**config.mk**
```make
export PLATFORM = sky130hd
export DESIGN_NAME = socf_cell
export DESIGN_NICKNAME = d
export VERILOG_FILES = /design/src/hdl/socf_pkg.sv /design/src/hdl/socf_cell.sv
export SDC_FILE = /design/constraint.sdc
export NUM_CORES = 1
export LEC_CHECK = 0
export ABC_AREA = 1
export CORE_MARGIN = 10
export CORE_UTILIZATION = 55
export CTS_BUF_LIST = sky130_fd_sc_hd__clkbuf_8
export CTS_CLUSTER_SIZE = 14
export DETAILED_ROUTE_END_ITERATION = 7
export DONT_BUFFER_PORTS = 1
export PLACE_DENSITY = 0.75
export REMOVE_ABC_BUFFERS = 1
export SLEW_MARGIN = 40
export SYNTH_ARGS = -nofsm -noshare
export SYNTH_HDL_FRONTEND = slang
export SYNTH_SLANG_ARGS = --single-unit
```
**constraint.sdc**
```tcl
create_clock -name clk -period 4.8 [get_ports clk]
set_input_delay 1.44 -clock clk [delete_from_list [all_inputs] [get_ports clk]]
set_output_delay 1.44 -clock clk [all_outputs]
set_load 0.03 [all_outputs]
```
**src/hdl/socf_pkg.sv**
```systemverilog
// ---------------------------------------------------------------------------
// socf_pkg
// Shared types and codes for the segment cluster outlier filter.
// ---------------------------------------------------------------------------
package socf_pkg;

  // Command codes on the input channel
  localparam logic CMD_LOAD = 1'b0;
  localparam logic CMD_RUN  = 1'b1;

  // Configuration register indexes
  localparam logic REG_NEAR_LIMIT     = 1'b0;
  localparam logic REG_PARALLEL_LIMIT = 1'b1;

  localparam int LIMIT_BITS = 24;
  localparam logic [LIMIT_BITS-1:0] NEAR_LIMIT_RESET     = 24'd49;
  localparam logic [LIMIT_BITS-1:0] PARALLEL_LIMIT_RESET = 24'd144;

  // Sequencer states
  typedef enum logic [2:0] {
    ST_IDLE,
    ST_PAIR,
    ST_DRAIN,
    ST_COUNT,
    ST_BEST,
    ST_EMIT,
    ST_TAIL
  } state_t;

  // Per-cycle controls shared by every cell of the ring
  typedef struct packed {
    logic rotate;
    logic load_en;
    logic init;
    logic merge_en;
    logic count_en;
  } cell_ctrl_t;

endpackage

```
**src/hdl/socf_cell.sv**
```systemverilog
// ---------------------------------------------------------------------------
// socf_cell
// One ring cell: holds a segment, its load index, its group label and a
// member count. Takes its neighbour's contents when the ring rotates.
// ---------------------------------------------------------------------------
module socf_cell #(
  parameter int COORD_BITS = 12,
  parameter int IW         = 6,
  parameter int CW         = 7
) (
  input  logic                    clk,
  input  logic                    rst,
  input  socf_pkg::cell_ctrl_t    ctrl,
  input  logic [IW-1:0]           home_idx,
  input  logic [IW-1:0]           load_idx,
  input  logic [4*COORD_BITS-1:0] load_seg,
  input  logic [IW-1:0]           merge_from,
  input  logic [IW-1:0]           merge_to,
  input  logic [IW-1:0]           count_label,
  input  logic [4*COORD_BITS-1:0] nb_seg,
  input  logic [IW-1:0]           nb_idx,
  input  logic [IW-1:0]           nb_label,
  input  logic [CW-1:0]           nb_count,
  output logic [4*COORD_BITS-1:0] seg,
  output logic [IW-1:0]           idx,
  output logic [IW-1:0]           label,
  output logic [CW-1:0]           count
);

  logic [4*COORD_BITS-1:0] src_seg;
  logic [IW-1:0]           src_idx;
  logic [IW-1:0]           src_label;
  logic [CW-1:0]           src_count;
  logic [4*COORD_BITS-1:0] seg_next;
  logic [IW-1:0]           label_next;
  logic [CW-1:0]           count_next;

  // source: own contents or the neighbour's on a rotate
  always_comb begin
    src_seg   = ctrl.rotate ? nb_seg   : seg;
    src_idx   = ctrl.rotate ? nb_idx   : idx;
    src_label = ctrl.rotate ? nb_label : label;
    src_count = ctrl.rotate ? nb_count : count;
  end

  // load, relabel and count updates on the travelling contents
  always_comb begin
    seg_next = (ctrl.load_en && src_idx == load_idx) ? load_seg : src_seg;
    if (ctrl.init) begin
      label_next = src_idx;
    end else if (ctrl.merge_en && src_label == merge_from) begin
      label_next = merge_to;
    end else begin
      label_next = src_label;
    end
    if (ctrl.init) begin
      count_next = '0;
    end else if (ctrl.count_en && src_idx == count_label) begin
      count_next = src_count + CW'(1);
    end else begin
      count_next = src_count;
    end
  end

  always_ff @(posedge clk) begin
    if (rst) begin
      idx <= home_idx;
    end else begin
      idx <= src_idx;
    end
  end

  always_ff @(posedge clk) begin
    seg   <= seg_next;
    label <= label_next;
    count <= count_next;
  end

endmodule

```
==> results of run 1 <==
-- final timing paths --
path	slack, ns	end	startpoint
max	1.48	seg[12]	ctrl[4]
min	0.78	label[3]	idx[3]
max reg2reg	2.33	seg[12]	idx[3]
min reg2reg	0.78	label[3]	idx[3]
-- layout by cell type, fill, tap and decap left out --
master | synthesis | layout
o21ai_1 | 3 | 3
or2_2 | 1 | 1
nand3_1 | 77 | 77
xnor2_1 | 2 | 2
nor2_2 | 3 | 3
inv_2 | 1 | 1
ha_1 | 1 | 1
o22ai_1 | 1 | 1
a21oi_1 | 5 | 5
clkinv_2 | 0 | 1
o21ai_0 | 11 | 11
buf_4 | 7 | 4
edfxtp_1 | 48 | 48
nand2_2 | 0 | 1
xor2_1 | 3 | 3
nor3b_1 | 1 | 1
nor3_4 | 0 | 2
inv_1 | 48 | 48
bufinv_16 | 0 | 2
nand2_1 | 222 | 221
clkinv_4 | 0 | 3
dfxtp_1 | 19 | 19
nor2_1 | 9 | 9
clkbuf_8 | 0 | 9
inv_6 | 0 | 1
nand3b_1 | 3 | 3
mux2_2 | 2 | 2
-- registers in the layout (all words and copies together), names as in the netlist --
| signal | count |
|---|---|
| count | 7 |
| idx | 6 |
| label | 6 |
| seg | 48 |
-- routing by layer --
layer / GRT usage (%) / vias to the layer above / wire length (µm)
li1: - / 1531 / -
met1: 19.0 / 1396 / 3580
met2: 33.3 / 185 / 5450
met3: 10.2 / 15 / 1660
met4: 8.25 / 0 / 255
met5: 0 / - / 0
-- logic make-up (layout without fill, tap and decap cells) --
group / Yosys count / in the layout / synth area share [%]
AO/OA/AOI/OAI: 20 / 20 / 2.78
XOR/XNOR: 5 / 5 / 1.20
adder cells (fa/ha/maj): 1 / 1 / 0.343
buffers and inverters: 70 / 69 / 8.59
flip-flops: 67 / 67 / 50.0
multiplexers: 2 / 2 / 0.618
AND/OR/NAND/NOR: 318 / 318 / 36.4
-- critical path: cells and delay by family --
family	cells	cell delay, ns
buffers and inverters	4	1.10
AND/OR/NAND/NOR	7	0.72
-- report_power, final --
group          internal [mW]  leakage, nW  total, mW  switching [mW]
Sequential             0.669        0.630      0.777           0.108
Clock                  0.296        0.114      0.517           0.221
Combinational         0.0503         1.16      0.155           0.104
-- area by class of cell --
type,count,area (µm²)
Fill cell,561,2510
Sequential cell,67,1820
Multi-Input combinational cell,346,1520
Inverter,49,184
Clock buffer,9,124
Clock inverter,7,100
Tap cell,77,96.3
Timing Repair Buffer,4,30.0
==> flow_summary.json, run 1 <==
{
  "status": "finished clean",
  "synth_edf_count": 48,
  "synth_common_cells": "222 x nand2_1, 77 x nand3_1, 48 x edfxtp_1, 48 x inv_1, 19 x dfxtp_1",
  "ys_seq_area_share_pct": 50.0,
  "final_hold_viol_count": 0,
  "critPathKind": "in2reg",
  "final_cells": 559,
  "cts-buffers-inserted": 9,
  "drt_iter0_markers": 130,
  "grt_max_degree": 50,
  "synthTopCellsByArea": "edfxtp_1 40%, nand2_1 23%, nand3_1 11%",
  "crit_fanout": 49,
  "crit_path_frequent_cell": "nand2_1",
  "cp.required_ns": 4.77,
  "place_area_um2": 3650,
  "clock.fmax_ghz": 0.301,
  "worst_pin_slew_ns": 0.565,
  "finalNetCount": 630,
  "clockRootBuffer": "clkbuf_8",
  "yosysTopAreaCellShare_pct": 39.6,
  "syn_area_per_cell_um2": 7.54,
  "cts.sinks": 67,
  "final.setup.tns_ns": 0,
  "cp-start-kind": "input port",
  "yosysMostFrequentCell": "nand2_1",
  "synth_flop_cell": "edfxtp_1",
  "yosys_warnings": 0,
  "grt_overflow": 0,
  "viasPerCell": 5.59,
  "ctsHoldBuffers": 0,
  "antenna_left": 0,
  "core_um2": 6390,
  "antenna_cells": 0,
  "slew-limit-headroom_pct": 62.3,
  "cts_tree": "built",
  "track_usage_pct": 19.3,
  "wire_per_inst_um": 19.6,
  "fp.dieW_um": 101,
  "dp.cells": 543,
  "hold_depth": 4,
  "ir_drop_mv": 0.232,
  "dr.pass1.iters": 5,
  "finalCriticalPeriod_ns": 3.32,
  "slowest_delay_ns": 0.47,
  "dieArea_um2": 10300,
  "port_buffers": 0,
  "post-route-util_pct": 60.7,
  "grt_antenna_before_repair": 0,
  "ys_ff_latch": 67,
  "htreeDepth": 3,
  "hold_ws_ns": 0.779,
  "dp_slack_ns": 1.09,
  "hpwl_um": 8710,
  "hold_path.class": "reg2reg",
  "maxSlewViolCount": 0,
  "yosysTopAreaCell": "edfxtp_1",
  "syn_inst": 483,
  "critical_path_arrival_ns": 3.29,
  "grt_pass1_wl_um": 15500,
  "cap_viol_max_count": 0,
  "clock_latency_ns": 0.33,
  "rsz0062_at_grt": "no",
  "syn2layout_area_growth_pct": 6.49,
  "cts.clk_slew.worst_paths_ns": 0.07,
  "globalplace.congestion": 0.862,
  "drc": 0,
  "cp-end-kind": "register",
  "setup_violations": 0,
  "clock_path_buffers": 2,
  "start_util_pct": 57.0,
  "wl_um": 10900,
  "finClkSkew_ns": 0.00567,
  "p_leak_nw": 1.91,
  "post_cts_resized": 0,
  "setup_slack_ns": 1.48,
  "cpMaxStageDelayCell": "buf_4",
  "die_h_um": 101,
  "fp-row-count": 29,
  "synth_cell_type_count": 24,
  "synth_area_um2": 3640,
  "vias": 3127,
  "ff2ff_path_depth": 10,
  "fin_crit_sh_pct": 69.3,
  "path_cells": "inv_2 > nand2_1 > nand2_1 > inv_1 > nand2_1 > nand3_1 > nor3_4 > nand2_1 > buf_4 > nand2_2 > buf_4",
  "postCtsSetupBuffers": 0,
  "async_flop_share_pct": 0,
  "grt_pass1_vias": 3023,
  "drive_gt1_share_pct": 6.22,
  "stdcell_area_um2": 3880,
  "powerDensity_nw_per_um2": 373,
  "finalPower_mw": 1.45,
  "boundaryPins": 219
}
Note: power is estimated with default switching activity, not from simulation.
==> inputs of run 2 (changes only) <==
- ABC_AREA: 1 -> 0
- PLACE_DENSITY: 0.75 -> 0.78
- clock period: 4.8 -> 2.9 ns (I/O delays scaled with it)
==> flow_summary.json, run 2 <==
{
  "ir_drop_mv": 0.321,
  "track_usage_pct": 18.5,
  "grt_pass1_wl_um": 13800,
  "globalplace.congestion": 0.799,
  "syn_inst": 248,
  "p_leak_nw": 1.45,
  "grt_antenna_before_repair": 1,
  "cp-end-kind": "register",
  "dr.pass1.iters": 4,
  "yosys_warnings": 0,
  "postCtsSetupBuffers": 0,
  "clock_latency_ns": 0.33,
  "vias": 2075,
  "start_util_pct": 56.8,
  "wire_per_inst_um": 28.2,
  "maxSlewViolCount": 0,
  "grt_pass1_vias": 2240,
  "place_area_um2": 3530,
  "htreeDepth": 3,
  "mostFrequentLayoutCells": "48 x edfxtp_1, 43 x mux2_2, 19 x mux2i_1, 19 x dfxtp_1, 13 x buf_4",
  "syn2layout_area_growth_pct": 9.97,
  "boundaryPins": 219,
  "status": "finished clean",
  "powerDensity_nw_per_um2": 585,
  "async_flop_share_pct": 0,
  "fp.dieW_um": 98.2,
  "ctsHoldBuffers": 0,
  "rsz0062_at_grt": "no",
  "grt_overflow": 0,
  "yosysTopAreaCellShare_pct": 42.9,
  "cts_tree": "built",
  "clockRootBuffer": "clkbuf_8",
  "yosysMostFrequentCell": "edfxtp_1",
  "worst_pin_slew_ns": 0.342,
  "cts.clk_slew.worst_paths_ns": 0.07,
  "setup_violations": 0,
  "slew-limit-headroom_pct": 76.5,
  "cts-buffers-inserted": 9,
  "viasPerCell": 6.09,
  "final_common_cell": "edfxtp_1",
  "finClkSkew_ns": 0.00897,
  "drive_gt1_share_pct": 35.1,
  "cp.required_ns": 2.98,
  "synth_area_um2": 3360,
  "clock.fmax_ghz": 0.382,
  "crit_start": "ctrl[4]",
  "hold_ws_ns": 0.599,
  "ys_seq_area_share_pct": 54.2,
  "crit_fanout": 48,
  "synth_cell_type_count": 42,
  "reg_top3": "seg (48), count (7)",
  "port_buffers": 0,
  "antenna_left": 0,
  "cp-start-kind": "input port",
  "die_h_um": 98.2,
  "final.setup.tns_ns": 0,
  "cts.sinks": 67,
  "rr_startpoint": "idx[2]",
  "finalCriticalPeriod_ns": 2.62,
  "grt_max_degree": 49,
  "synth_common_cells": "48 x edfxtp_1, 43 x mux2_2, 19 x dfxtp_1, 19 x mux2i_1, 10 x inv_1",
  "finalNetCount": 413,
  "synth_flop_cell": "edfxtp_1",
  "hp-start": "ctrl[2]",
  "cap_viol_max_count": 0,
  "drc": 0,
  "critical_path_arrival_ns": 2.70,
  "clock_path_buffers": 2,
  "post_cts_resized": 0,
  "top_register": "seg",
  "final_hold_viol_count": 0,
  "wl_um": 9630,
  "ys_ff_latch": 67,
  "hpwl_um": 7910,
  "fp-row-count": 28,
  "yosysTopAreaCell": "edfxtp_1",
  "syn_area_per_cell_um2": 13.6,
  "core_um2": 5920,
  "hold_path.class": "in2reg",
  "dieArea_um2": 9640,
  "synthTopCellsByArea": "edfxtp_1 43%, mux2_2 14%, dfxtp_1 11%",
  "synth_edf_count": 48,
  "fin_crit_sh_pct": 90.4,
  "stdcell_area_um2": 3700,
  "largest_register_ffs": 48,
  "drt_iter0_markers": 52,
  "finalPower_mw": 2.16,
  "critPathKind": "in2reg"
}
[run 2: cell types whose count changed after synthesis, moves of 9 or more]
cell | before | now
nand3_1 | 77 | 4
mux2_4 | 0 | 9
inv_1 | 48 | 10
o21ai_0 | 11 | 1
mux2_2 | 2 | 43
nand2_1 | 222 | 5
mux2i_1 | 0 | 19
[run 2: worst paths after layout]
kind,to,slack (ns),depth (start not counted)
setup / recovery,seg[46],0.28,5
hold / removal,count[2],0.60,1
setup reg to reg,seg[46],0.42,5
hold reg to reg,idx[5],0.74,3
[run 2: final cells by class]
| type | count | area (µm²) |
|---|---|---|
| clock buffers | 9 | 124 |
| diodes | 1 | 2.50 |
| flip-flops and latches | 67 | 1820 |
| fillers | 452 | 2220 |
| well taps | 75 | 93.8 |
| clock inverters | 7 | 37.5 |
| repair buffers | 16 | 158 |
| multi-input cells | 155 | 1420 |
| inverters | 11 | 41.3 |
[run 2: through the flow]
stage / setup WS, ns / utilization (%) / std cells
final: 0.279 / 62.5 / 341
after floorplan: -1.60 / - / 233
after detailed placement: -0.0350 / 59.7 / 324
after global placement: 0.00463 / 59.7 / 324
after CTS: 0.320 / 62.4 / 340
after global routing: 0.308 / 62.4 / 340
[run 2: where the power goes]
| group | internal, mW | switching, mW |
|---|---|---|
| Sequential | 1.11 | 0.159 |
| Combinational | 0.136 | 0.133 |
| Clock | 0.299 | 0.331 |
| Total | 1.54 | 0.622 |
[run 2: kinds of logic after synthesis]
family | count (synthesis) | synth area share, %
flops | 67 | 54.2
buf+inv | 26 | 3.91
xor+xnor | 18 | 4.69
mux | 72 | 24.7
compound gates | 29 | 6.29
simple gates | 35 | 5.84
fa+ha+maj | 1 | 0.372
[run 2: critical path: stages]
cell    delay (ns)
mux2_2        0.34
xor2_1        0.15
or4_2         0.73
buf_12        0.23
mux2_4        0.33
[run 2: layer usage]
metal  part of all wire (%)  track usage, %  vias up
met5                      0               0        -
met4                    1.3            5.18        0
met3                     12            9.73        8
met2                     52            33.2      143
met1                     35            18.0      967
li1                       -               -      957
==> inputs of run 3 (changes only) <==
- RECOVER_POWER: unset -> 100
==> flow_summary.json, run 3 (synthesis gave the netlist of run 2 again) <==
{
  "dp.cells": 324,
  "hp-start": "ctrl[2]",
  "hold_depth": 1,
  "grt_antenna_before_repair": 2,
  "path_cells": "mux2_1 > xor2_1 > or4_2 > buf_4 > mux2_1",
  "antenna_left": 0,
  "cp_num_buf_inv": 1,
  "slew-limit-headroom_pct": 59.7,
  "final_cells": 342,
  "worst_pin_slew_ns": 0.604,
  "grt_overflow": 0,
  "post-route-util_pct": 60.7,
  "r2r-end": "seg[46]",
  "maxSlewViolCount": 0,
  "drc": 0,
  "rr_startpoint": "idx[2]",
  "mostFrequentLayoutCells": "48 x edfxtp_1, 42 x mux2_2, 19 x mux2i_1, 19 x dfxtp_1, 12 x inv_1",
  "ctsHoldBuffers": 0,
  "dr.pass1.iters": 4,
  "place_area_um2": 3530,
  "viasPerCell": 6.12,
  "port_buffers": 0,
  "fin_crit_sh_pct": 94.4,
  "clock_path_buffers": 2,
  "htreeDepth": 3,
  "clock.fmax_ghz": 0.365,
  "cap_viol_max_count": 0,
  "ff2ff_path_depth": 5,
  "boundaryPins": 219,
  "cp-start-kind": "input port",
  "clock_latency_ns": 0.34,
  "slowest_delay_ns": 0.67,
  "core_um2": 5920,
  "ir_drop_mv": 0.317,
  "cts_tree": "built",
  "syn2layout_area_growth_pct": 6.81,
  "finClkSkew_ns": 0.00930,
  "cpMaxStageDelayCell": "or4_2",
  "powerDensity_nw_per_um2": 596,
  "cp-end-kind": "register",
  "post_cts_resized": 0,
  "critPathKind": "in2reg",
  "vias": 2092,
  "final_common_cell": "edfxtp_1",
  "grt_pass1_wl_um": 13800,
  "dieArea_um2": 9640,
  "wire_per_inst_um": 28.2,
  "track_usage_pct": 18.5,
  "status": "finished clean",
  "cts-buffers-inserted": 9,
  "rrSetupSlack_ns": 0.27,
  "p_leak_nw": 1.36,
  "fp-row-count": 28,
  "hold_path.class": "in2reg",
  "fp.dieW_um": 98.2,
  "critical_path_arrival_ns": 2.81,
  "grt_pass1_vias": 2240,
  "crit_path_frequent_cell": "mux2_1",
  "crit_family": "multiplexers",
  "cts.clk_slew.worst_paths_ns": 0.07,
  "start_util_pct": 56.8,
  "reg_top3": "seg (48), count (7)",
  "final.setup.tns_ns": 0,
  "postCtsSetupBuffers": 0,
  "drt_iter0_markers": 53,
  "crit_fanout": 48,
  "finalNetCount": 413,
  "final_hold_viol_count": 0,
  "die_h_um": 98.2,
  "hpwl_um": 7910,
  "largest_register_ffs": 48,
  "cts.sinks": 67,
  "finalCriticalPeriod_ns": 2.74,
  "drive_gt1_share_pct": 27.9,
  "stdcell_area_um2": 3590,
  "rsz0062_at_grt": "no",
  "setup_violations": 0,
  "globalplace.congestion": 0.799,
  "clockRootBuffer": "clkbuf_8",
  "wl_um": 9650,
  "grt_max_degree": 49,
  "cp.required_ns": 2.98,
  "min_to": "count[2]",
  "top_register": "seg"
}
## run 3: cell count changes in the layout (fill, tap and decap cells not counted), moves of 3 or more
| cell | delta |
|---|---|
| buf_4 | -10 |
| clkbuf_1 | +11 |
| mux2_4 | -5 |
| buf_12 | -3 |
| mux2_1 | +6 |
## run 3: worst max path at each step
stage,cells past startpoint,to,start,slack (ns)
detailed placement,5,seg[44],ctrl[4],-0.03
CTS,5,seg[44],ctrl[4],0.32
global placement,5,seg[24],ctrl[4],0.005
finish,5,seg[46],ctrl[4],0.16
floorplan,5,seg[0],ctrl[4],-1.60
global route,5,seg[43],ctrl[4],0.16
## run 3: where the power goes
| part | internal [mW] | switching (mW) |
|---|---|---|
| registers | 1.11 | 0.159 |
| logic | 0.114 | 0.131 |
| clock network | 0.299 | 0.335 |
## run 3: area by class of cell
| type | instances | area, µm² |
|---|---|---|
| antenna | 2 | 5.00 |
| clock buffer | 9 | 124 |
| clock inverter | 7 | 37.5 |
| fill | 475 | 2330 |
| inverter | 11 | 41.3 |
| multi-input combinational | 155 | 1390 |
| sequential | 67 | 1820 |
| tap | 75 | 93.8 |
| timing repair buffer | 16 | 76.3 |
## run 3: layer usage
| layer | global-route usage (%) | routed length, µm | vias to the layer above |
|---|---|---|---|
| met5 | 0 | 0 | - |
| met4 | 5.18 | 168 | 0 |
| met1 | 18.0 | 3350 | 966 |
| met3 | 9.73 | 1130 | 14 |
| li1 | - | - | 956 |
| met2 | 33.2 | 5000 | 156 |
## run 3: through the flow
step                      power [mW]  setup WS, ns  hold WS, ns
after global placement          1.54       0.00463        0.710
after CTS                       2.19         0.320        0.575
after floorplan                 1.46         -1.60        0.772
after detailed placement        1.56       -0.0350        0.718
final                           2.14         0.162        0.595
after global routing            2.23         0.156        0.583
## run 3: worst reg2reg max path: stages, from the launching register on
cell     delay (ns)
dfxtp_1        0.41
mux2_1         0.38
xor2_1         0.16
or4_2          0.67
buf_4          0.33
mux2_1         0.43
